[src/rtl/core/lcc_pkg.sv]
`timescale 1ns / 1ps
// ----------------------------------------------------------------------------
// Card checksum classifier package
// Shared widths, step counts, the verdict code and the result record.
// ----------------------------------------------------------------------------
package lcc_pkg;

    // Card number and its decimal form
    localparam int CARD_W        = 64;
    localparam int DIGIT_W       = 4;
    localparam int NUM_DIGITS    = 20;
    localparam int BCD_W         = NUM_DIGITS * DIGIT_W;

    // Binary to decimal conversion: four bits per cycle
    localparam int BITS_PER_STEP = 4;
    localparam int CONV_STEPS    = CARD_W / BITS_PER_STEP;
    localparam int CONV_CNT_W    = $clog2(CONV_STEPS);

    // Digit scan: two digits per cycle
    localparam int NUM_PAIRS     = NUM_DIGITS / 2;
    localparam int PAIR_CNT_W    = $clog2(NUM_PAIRS);
    localparam int LEN_W         = $clog2(NUM_DIGITS + 1);

    // Result fields
    localparam int SUM_W         = 8;
    localparam int SUM_MAX       = 171;
    localparam int M_TDATA_W     = 16;

    localparam int MAX_DIGITS_DEFAULT = 19;

    typedef enum logic [1:0] {
        VERDICT_INVALID    = 2'd0,
        VERDICT_AMEX       = 2'd1,
        VERDICT_MASTERCARD = 2'd2,
        VERDICT_VISA       = 2'd3
    } lcc_verdict_t;

    typedef struct packed {
        lcc_verdict_t       verdict;
        logic               luhn_ok;
        logic [SUM_W-1:0]   digit_sum;
    } lcc_result_t;

endpackage

[src/rtl/core/lcc_bcd_conv.sv]
`timescale 1ns / 1ps
// ----------------------------------------------------------------------------
// Binary to BCD converter
// Shift-and-add-three conversion of the card number, four bits per cycle,
// most significant bit first. Pulses done when all digits are settled.
// ----------------------------------------------------------------------------
module lcc_bcd_conv (
    input  logic                        aclk,
    input  logic                        aresetn,
    input  logic                        start,
    input  logic [lcc_pkg::CARD_W-1:0]  card_value,
    output logic                        done,
    output logic [lcc_pkg::BCD_W-1:0]   bcd
);
    import lcc_pkg::*;

    typedef enum logic {CV_IDLE, CV_RUN} cv_state_t;

    cv_state_t               state_reg;
    logic [CARD_W-1:0]       bin_reg;
    logic [BCD_W-1:0]        bcd_reg;
    logic [BCD_W-1:0]        bcd_next;
    logic [CONV_CNT_W-1:0]   cnt_reg;
    logic                    done_reg;

    // Four adjust-and-shift steps on all digits
    always_comb begin
        logic [BCD_W-1:0] acc;
        acc = bcd_reg;
        for (int s = 0; s < BITS_PER_STEP; s++) begin
            for (int d = 0; d < NUM_DIGITS; d++) begin
                if (acc[d*DIGIT_W +: DIGIT_W] >= 4'd5) begin
                    acc[d*DIGIT_W +: DIGIT_W] = acc[d*DIGIT_W +: DIGIT_W] + 4'd3;
                end
            end
            acc = {acc[BCD_W-2:0], bin_reg[CARD_W-1-s]};
        end
        bcd_next = acc;
    end

    // Load, step and finish
    always_ff @(posedge aclk) begin
        if (!aresetn) begin
            state_reg <= CV_IDLE;
            done_reg  <= 1'b0;
            cnt_reg   <= '0;
        end else begin
            done_reg <= 1'b0;
            unique case (state_reg)
                CV_IDLE: begin
                    if (start) begin
                        bin_reg   <= card_value;
                        bcd_reg   <= '0;
                        cnt_reg   <= '0;
                        state_reg <= CV_RUN;
                    end
                end
                CV_RUN: begin
                    bin_reg <= bin_reg << BITS_PER_STEP;
                    bcd_reg <= bcd_next;
                    cnt_reg <= cnt_reg + 1'b1;
                    if (cnt_reg == CONV_CNT_W'(CONV_STEPS - 1)) begin
                        done_reg  <= 1'b1;
                        state_reg <= CV_IDLE;
                    end
                end
                default: state_reg <= CV_IDLE;
            endcase
        end
    end

    assign done = done_reg;
    assign bcd  = bcd_reg;

endmodule

[src/rtl/core/lcc_luhn_scan.sv]
`timescale 1ns / 1ps
// ----------------------------------------------------------------------------
// Luhn digit scan and brand classifier
// Walks the decimal digits two per cycle from the least significant end,
// builds the weighted sum, its remainder mod ten, the digit count and the
// two leading digits, then classifies the card in a final state.
// ----------------------------------------------------------------------------
module lcc_luhn_scan #(
    parameter int MAX_DIGITS = lcc_pkg::MAX_DIGITS_DEFAULT
) (
    input  logic                        aclk,
    input  logic                        aresetn,
    input  logic                        start,
    input  logic [lcc_pkg::BCD_W-1:0]   bcd,
    output logic                        done,
    output lcc_pkg::lcc_result_t        result
);
    import lcc_pkg::*;

    typedef enum logic [1:0] {SC_IDLE, SC_RUN, SC_CLASS} sc_state_t;

    localparam logic [LEN_W-1:0] MAX_D = LEN_W'(MAX_DIGITS);

    sc_state_t               state_reg;
    logic [BCD_W-1:0]        sh_reg;
    logic [PAIR_CNT_W-1:0]   cnt_reg;
    logic [SUM_W-1:0]        sum_reg;
    logic [DIGIT_W-1:0]      mod_reg;
    logic [LEN_W-1:0]        len_reg;
    logic [DIGIT_W-1:0]      top_reg;
    logic [DIGIT_W-1:0]      sec_reg;
    logic [DIGIT_W-1:0]      prev_hi_reg;
    logic                    done_reg;
    lcc_result_t             result_reg;

    logic [DIGIT_W-1:0]      lo_dig;
    logic [DIGIT_W-1:0]      hi_dig;
    logic [DIGIT_W-1:0]      lo_c;
    logic [DIGIT_W-1:0]      hi_c;
    logic [DIGIT_W:0]        hi_dbl;
    logic [LEN_W-1:0]        pos_lo;
    logic [LEN_W-1:0]        pos_hi;
    logic [DIGIT_W:0]        mod_sum;
    logic [DIGIT_W-1:0]      mod_next;
    lcc_result_t             class_next;

    // Digit pair at the bottom of the shift register
    assign lo_dig = sh_reg[DIGIT_W-1:0];
    assign hi_dig = sh_reg[2*DIGIT_W-1:DIGIT_W];
    assign pos_lo = {cnt_reg, 1'b0};
    assign pos_hi = pos_lo + 1'b1;

    // Weighted contributions; digits beyond the limit count as zero
    always_comb begin
        hi_dbl = {hi_dig, 1'b0};
        lo_c   = (pos_lo < MAX_D) ? lo_dig : '0;
        if (pos_hi >= MAX_D) begin
            hi_c = '0;
        end else if (hi_dig >= 4'd5) begin
            hi_c = DIGIT_W'(hi_dbl - 5'd9);
        end else begin
            hi_c = DIGIT_W'(hi_dbl);
        end
    end

    // Running remainder mod ten: sum stays below thirty, fold at most twice
    always_comb begin
        mod_sum = (DIGIT_W+1)'(mod_reg) + (DIGIT_W+1)'(lo_c) + (DIGIT_W+1)'(hi_c);
        priority if (mod_sum >= 5'd20) begin
            mod_next = DIGIT_W'(mod_sum - 5'd20);
        end else if (mod_sum >= 5'd10) begin
            mod_next = DIGIT_W'(mod_sum - 5'd10);
        end else begin
            mod_next = DIGIT_W'(mod_sum);
        end
    end

    // Brand from digit count and leading digits, gated by the checksum
    always_comb begin
        class_next.digit_sum = sum_reg;
        class_next.luhn_ok   = (mod_reg == '0);
        class_next.verdict   = VERDICT_INVALID;
        if (class_next.luhn_ok) begin
            priority if (len_reg == LEN_W'(15) && top_reg == 4'd3 &&
                         (sec_reg == 4'd4 || sec_reg == 4'd7)) begin
                class_next.verdict = VERDICT_AMEX;
            end else if (len_reg == LEN_W'(16) && top_reg == 4'd5 &&
                         sec_reg >= 4'd1 && sec_reg <= 4'd5) begin
                class_next.verdict = VERDICT_MASTERCARD;
            end else if ((len_reg == LEN_W'(16) || len_reg == LEN_W'(13)) &&
                         top_reg == 4'd4) begin
                class_next.verdict = VERDICT_VISA;
            end else begin
                class_next.verdict = VERDICT_INVALID;
            end
        end
    end

    // Scan sequencer
    always_ff @(posedge aclk) begin
        if (!aresetn) begin
            state_reg <= SC_IDLE;
            done_reg  <= 1'b0;
            cnt_reg   <= '0;
        end else begin
            done_reg <= 1'b0;
            unique case (state_reg)
                SC_IDLE: begin
                    if (start) begin
                        sh_reg      <= bcd;
                        cnt_reg     <= '0;
                        sum_reg     <= '0;
                        mod_reg     <= '0;
                        len_reg     <= '0;
                        top_reg     <= '0;
                        sec_reg     <= '0;
                        prev_hi_reg <= '0;
                        state_reg   <= SC_RUN;
                    end
                end
                SC_RUN: begin
                    sh_reg      <= sh_reg >> (2 * DIGIT_W);
                    sum_reg     <= sum_reg + SUM_W'(lo_c) + SUM_W'(hi_c);
                    mod_reg     <= mod_next;
                    prev_hi_reg <= hi_dig;
                    cnt_reg     <= cnt_reg + 1'b1;
                    // track the highest nonzero digit and the one below it
                    if (hi_dig != '0) begin
                        len_reg <= LEN_W'(pos_lo + 2'd2);
                        top_reg <= hi_dig;
                        sec_reg <= lo_dig;
                    end else if (lo_dig != '0) begin
                        len_reg <= pos_hi;
                        top_reg <= lo_dig;
                        sec_reg <= prev_hi_reg;
                    end
                    if (cnt_reg == PAIR_CNT_W'(NUM_PAIRS - 1)) begin
                        state_reg <= SC_CLASS;
                    end
                end
                SC_CLASS: begin
                    result_reg <= class_next;
                    done_reg   <= 1'b1;
                    state_reg  <= SC_IDLE;
                end
                default: state_reg <= SC_IDLE;
            endcase
        end
    end

    assign done   = done_reg;
    assign result = result_reg;

endmodule

[src/rtl/core/luhn_card_classifier.sv]
`timescale 1ns / 1ps
// An accepted input beat passes 16 conversion steps at four bits per cycle,
// 10 scan steps at two digits per cycle, a handoff and a classification step
// before m_tvalid. One card is in flight at a time, set by the single shared
// converter and scanner; the next card is taken once the result is in the
// output register, where it waits meanwhile. Reset (aresetn low, synchronous)
// empties the output and returns the block to idle.
// ----------------------------------------------------------------------------
// Luhn card classifier
// Checks the mod-ten checksum of a binary card number and reports its brand.
// ----------------------------------------------------------------------------
module luhn_card_classifier #(
    parameter int MAX_DIGITS = lcc_pkg::MAX_DIGITS_DEFAULT
) (
    input  logic                            aclk,
    input  logic                            aresetn,
    input  logic                            s_tvalid,
    output logic                            s_tready,
    input  logic [lcc_pkg::CARD_W-1:0]      s_tdata,   // [63:0] card_value
    output logic                            m_tvalid,
    input  logic                            m_tready,
    output logic [lcc_pkg::M_TDATA_W-1:0]   m_tdata    // [1:0] verdict, [2] luhn_ok,
                                                       // [10:3] digit_sum, [15:11] zero
);
    import lcc_pkg::*;

    typedef enum logic [1:0] {ST_IDLE, ST_CONV, ST_SCAN, ST_HOLD} state_t;

    state_t             state_reg;
    logic               s_tready_reg;
    logic               m_tvalid_reg;
    logic               scan_start_reg;
    lcc_result_t        out_reg;

    logic               in_beat;
    logic               out_free;
    logic               conv_done;
    logic [BCD_W-1:0]   bcd;
    logic               scan_done;
    lcc_result_t        scan_result;

    assign in_beat  = s_tvalid && s_tready_reg;
    assign out_free = !m_tvalid_reg || m_tready;

    lcc_bcd_conv u_conv (
        .aclk       (aclk),
        .aresetn    (aresetn),
        .start      (in_beat),
        .card_value (s_tdata),
        .done       (conv_done),
        .bcd        (bcd)
    );

    lcc_luhn_scan #(
        .MAX_DIGITS (MAX_DIGITS)
    ) u_scan (
        .aclk    (aclk),
        .aresetn (aresetn),
        .start   (scan_start_reg),
        .bcd     (bcd),
        .done    (scan_done),
        .result  (scan_result)
    );

    // Sequence one card through converter and scanner, hold the result beat
    always_ff @(posedge aclk) begin
        if (!aresetn) begin
            state_reg      <= ST_IDLE;
            s_tready_reg   <= 1'b1;
            m_tvalid_reg   <= 1'b0;
            scan_start_reg <= 1'b0;
        end else begin
            scan_start_reg <= 1'b0;
            if (m_tvalid_reg && m_tready) begin
                m_tvalid_reg <= 1'b0;
            end
            unique case (state_reg)
                ST_IDLE: begin
                    if (in_beat) begin
                        s_tready_reg <= 1'b0;
                        state_reg    <= ST_CONV;
                    end
                end
                ST_CONV: begin
                    if (conv_done) begin
                        scan_start_reg <= 1'b1;
                        state_reg      <= ST_SCAN;
                    end
                end
                ST_SCAN: begin
                    if (scan_done) begin
                        if (out_free) begin
                            out_reg      <= scan_result;
                            m_tvalid_reg <= 1'b1;
                            s_tready_reg <= 1'b1;
                            state_reg    <= ST_IDLE;
                        end else begin
                            state_reg <= ST_HOLD;
                        end
                    end
                end
                ST_HOLD: begin
                    if (out_free) begin
                        out_reg      <= scan_result;
                        m_tvalid_reg <= 1'b1;
                        s_tready_reg <= 1'b1;
                        state_reg    <= ST_IDLE;
                    end
                end
                default: state_reg <= ST_IDLE;
            endcase
        end
    end

    assign s_tready = s_tready_reg;
    assign m_tvalid = m_tvalid_reg;
    assign m_tdata  = M_TDATA_W'({out_reg.digit_sum, out_reg.luhn_ok, out_reg.verdict});

    // One card in flight: no new beat right after an accepted one
    a_one_in_flight: assert property (@(posedge aclk) disable iff (!aresetn)
        in_beat |=> !s_tready_reg)
        else $error("input accepted while a card is in flight");

    // Converter finishes only while the sequencer waits for it
    a_conv_done_state: assert property (@(posedge aclk) disable iff (!aresetn)
        conv_done |-> (state_reg == ST_CONV))
        else $error("conversion done outside conversion state");

    // Scanner finishes only while the sequencer waits for it
    a_scan_done_state: assert property (@(posedge aclk) disable iff (!aresetn)
        scan_done |-> (state_reg == ST_SCAN))
        else $error("scan done outside scan state");

    // A brand is only reported for a passing checksum with a bounded sum
    a_verdict_ok: assert property (@(posedge aclk) disable iff (!aresetn)
        m_tvalid_reg |-> ((out_reg.verdict == VERDICT_INVALID || out_reg.luhn_ok) &&
                          out_reg.digit_sum <= SUM_W'(SUM_MAX)))
        else $error("brand without checksum pass or digit sum out of range");

endmodule
[config.mk]
export PLATFORM = sky130hd
export DESIGN_NAME = luhn_card_classifier
export DESIGN_NICKNAME = d
export VERILOG_FILES = /design/src/rtl/core/lcc_pkg.sv /design/src/rtl/core/lcc_bcd_conv.sv /design/src/rtl/core/lcc_luhn_scan.sv /design/src/rtl/core/luhn_card_classifier.sv
export SDC_FILE = /design/constraint.sdc
export NUM_CORES = 1
export LEC_CHECK = 0
export CORE_UTILIZATION = 70
export CTS_BUF_LIST = sky130_fd_sc_hd__clkbuf_16
export DETAILED_ROUTE_END_ITERATION = 10
export DONT_BUFFER_PORTS = 1
export PLACE_DENSITY = 0.95
export SLEW_MARGIN = 20
export SYNTH_ARGS = -nofsm -noshare
export SYNTH_HDL_FRONTEND = slang
export SYNTH_SLANG_ARGS = --single-unit
[constraint.sdc]
create_clock -name aclk -period 21.3 [get_ports aclk]
set_input_delay 1.065 -clock aclk [delete_from_list [all_inputs] [get_ports aclk]]
set_output_delay 1.065 -clock aclk [all_outputs]
set_load 0.005 [all_outputs]
==> results.cfg <==
[outcome]
status = finished clean

[sta]
worstMarginPinSlew_ps = 991.2
timing_hold_violations_final = 0
final-max-slew-violation-count = 0
slew-limit-headroom = 0.3392
clock-skew-final_ps = 20.17
count_of_final_setup_violators = 0
setup_tns_ps = 0
post-route-period-util = 0.1991
rsz_0062_raised_after_global_routing = false
min_period_ps = 4241
clock.fmax_mhz = 235.8

[synthesis]
number_of_enable_type_register_cells_in_the_synthesized_netlist = 275
synth.yosys.seq_area_share = 0.4142
synth.most_common_cell = sky130_fd_sc_hd__nand2_1
flip_flop_and_latch_count_after_synthesis = 293
synth_largest_type_area_fraction = 0.3968
synth.distinct_cells = 99
synthesis.yosys.warnings = 0
synthFlopType = sky130_fd_sc_hd__edfxtp_1
post_synth_main_area_contributors = sky130_fd_sc_hd__edfxtp_1 (40%), sky130_fd_sc_hd__ha_1 (5.8%), sky130_fd_sc_hd__nand2_1 (5.0%)
post_synth_instance_area_um2 = 20810
syn_inst = 2168
async_flop_share = 0
average_cell_area_after_synthesis_um2 = 9.598
yosys-top-cells-count = sky130_fd_sc_hd__nand2_1 (276), sky130_fd_sc_hd__edfxtp_1 (275), sky130_fd_sc_hd__a21oi_1 (166)
synth_largest_area_cell = sky130_fd_sc_hd__edfxtp_1

[worst_setup_path]
r2r-end = u_scan.mod_reg[1]$_SDFFCE_PN0P_
number_of_cell_instances_on_the_worst_register_to_register_path = 15
timing.critical_path.slowest_cell_delay_ps = 500
crit_chain = inv_1, ha_1, nand2b_1, a21oi_1, xnor2_1, and2_1, fa_1, ha_1, fa_1, ha_1, nor2b_1, o31ai_1, nand2_1, xnor2_1, nor2_1
crit_path_top_delay_cell = sky130_fd_sc_hd__fa_1
cp_data_required_time_ps = 21580
cp_max_fo = 5
worstSetupStartpointType = register
worst-r2r-setup-slack_ps = 17060
crit_arrival_ps = 4520
crit_type = reg2reg
critical_path.endpoint_type = register
worst_r2r_startpoint = u_scan.sh_reg[4]$_DFFE_PP_
cp_common_cell = sky130_fd_sc_hd__ha_1

[floorplanning]
chipWidth_um = 174.4
core_area_um2 = 28940
fp.dieArea_um2 = 30420
dieHeight_um = 174.4
start_util = 0.7191
placement_rows = 62
io_pins = 86

[power_and_ir_drop]
cellPowerDensity_nw_per_um2 = 143.3
total_leakage_power_uw = 0.008428
finalPower_uw = 3176
peakVddDrop_mv = 0.1522

[placed_design]
placed_cell_area_um2 = 21120
port_buffers = 0
place.detailed.hpwl_um = 32600
routabilityCongestion = 0.8969

[routing]
ant_nets = 0
wl_per_cell_um = 19.14
tritonroute_pass_1_iters = 6
drt_first_iter_violations = 1934
num_vias = 17640
drcViolationCount = 0
vias_per_cell = 6.889
routed_wl_um = 49020

[cts]
clk_transition_reported_paths_ps = 60
hold_buffers = 0
post-cts-setup-buffers = 0
cts_made_buffers = 31
tritoncts_num_sinks = 293
cts_root_buffer = sky130_fd_sc_hd__clkbuf_16
cts_buffer_depth = 3
htree_levels = 1
tritoncts_clock_tree = built
cts_repair_resize_count = 0
insertion_delay_ps = 580

[grt]
number_of_global_route_vias_before_repair = 16930
grt.total_usage = 0.3126
globalRoute.totalOverflow = 0
antenna_found_initial = 1
wire_length_of_the_first_global_routing_pass_um = 79380
grt_start_max_net_pins = 109

[min_path]
worstHoldPathType = reg2reg
hold_path_startpoint = u_scan.result[1]$_DFFE_PP_
worstHoldEndpoint = m_tdata[4]$_DFFE_PP_
hold_path_depth = 0

[final_layout]
drive_gt1_frac = 0.1310
nets = 2325
syn_to_final_growth_pct = 6.494
stdcell_area_um2 = 22160

[job]
drv_cap = 0
## cell families after synthesis
group | synth area share
simple gates | 0.1749
compound gates | 0.2359
flops | 0.4142
buf+inv | 0.03115
mux | 0.06109
fa+ha+maj | 0.06734
xor+xnor | 0.01533
other cells | 0.0001802
## power breakdown
group	switching, µW	internal [µW]
logic	1130	742
clock network	233	303
registers	57.1	710
## area by class of cell
cell class | count | area, µm²
Fill cell | 1620 | 6775
Tap cell | 384 | 480.5
Timing Repair Buffer | 9 | 87.58
Antenna cell | 1 | 2.502
Clock inverter | 25 | 172.7
Multi-Input combinational cell | 1715 | 11590
Clock buffer | 33 | 825.8
Inverter | 101 | 382.9
Sequential cell | 293 | 8622
## worst max-delay path: cells and delay by family (launching register included)
| family | cells | cell delay, ps |
|---|---|---|
| fa+ha+maj | 5 | 1620 |
| compound gates | 2 | 820 |
| simple gates | 5 | 600 |
| flops | 1 | 460 |
| xor+xnor | 2 | 340 |
| buf+inv | 1 | 120 |
## worst max-delay path by stage
stage / slack [ps] / from / cells after the start / to
floorplan: 13290 / aresetn / 3 / u_conv.bcd[0]$_SDFFCE_PN0P_
global placement: 17320 / aresetn / 4 / u_conv.bin_reg[56]$_DFFE_PP_
detailed placement: 17200 / aresetn / 4 / u_conv.bin_reg[5]$_DFFE_PP_
CTS: 17160 / u_scan.sh_reg[4]$_DFFE_PP_ / 14 / u_scan.mod_reg[3]$_SDFFCE_PN0P_
global route: 16850 / u_scan.sh_reg[4]$_DFFE_PP_ / 14 / u_scan.mod_reg[3]$_SDFFCE_PN0P_
finish: 17060 / u_scan.sh_reg[4]$_DFFE_PP_ / 15 / u_scan.mod_reg[1]$_SDFFCE_PN0P_
## through the flow
stage	instances	setup WS, ps	hold WS (ps)	utilization
final	2561	17060	428.4	0.7658
after global routing	2561	16850	430.2	0.7658
after CTS	2559	17160	422.0	0.7644
after detailed placement	2501	17200	405.2	0.7299
after global placement	2501	17320	400.6	0.7299
after floorplan	2172	13290	400.3	-
## routing by layer
metal,up-vias,track usage,routed length [µm]
met5,-,0,0
met4,0,0.1510,2222
met3,239,0.03762,3412
met2,1006,0.5732,25330
met1,8275,0.3597,18060
li1,8122,-,-
## cells in the final DEF, fill, tap and decap left out, drive strengths merged, types with 9 or more instances in the layout
master   count
nand4       12
a21o        29
and2        51
nand2b      38
a2bb2oi     12
o211ai      14
or2         27
a31oi       40
and3        18
nand2      276
ha          96
a31o        32
o22ai        9
o21ai      169
o211a       13
xnor2       25
fa          10
o21a        40
nand3       20
a211oi      52
edfxtp     275
a21oi      180
nor2b       28
a211o       32
clkbuf      33
nor3b       29
dfxtp       18
nor2       122
a21boi      12
nor3        84
a22o        10
buf          9
mux2i       31
mux2        85
or3         19
inv        112
clkinv      12
No activity file was read; power rests on OpenSTA's default activity.
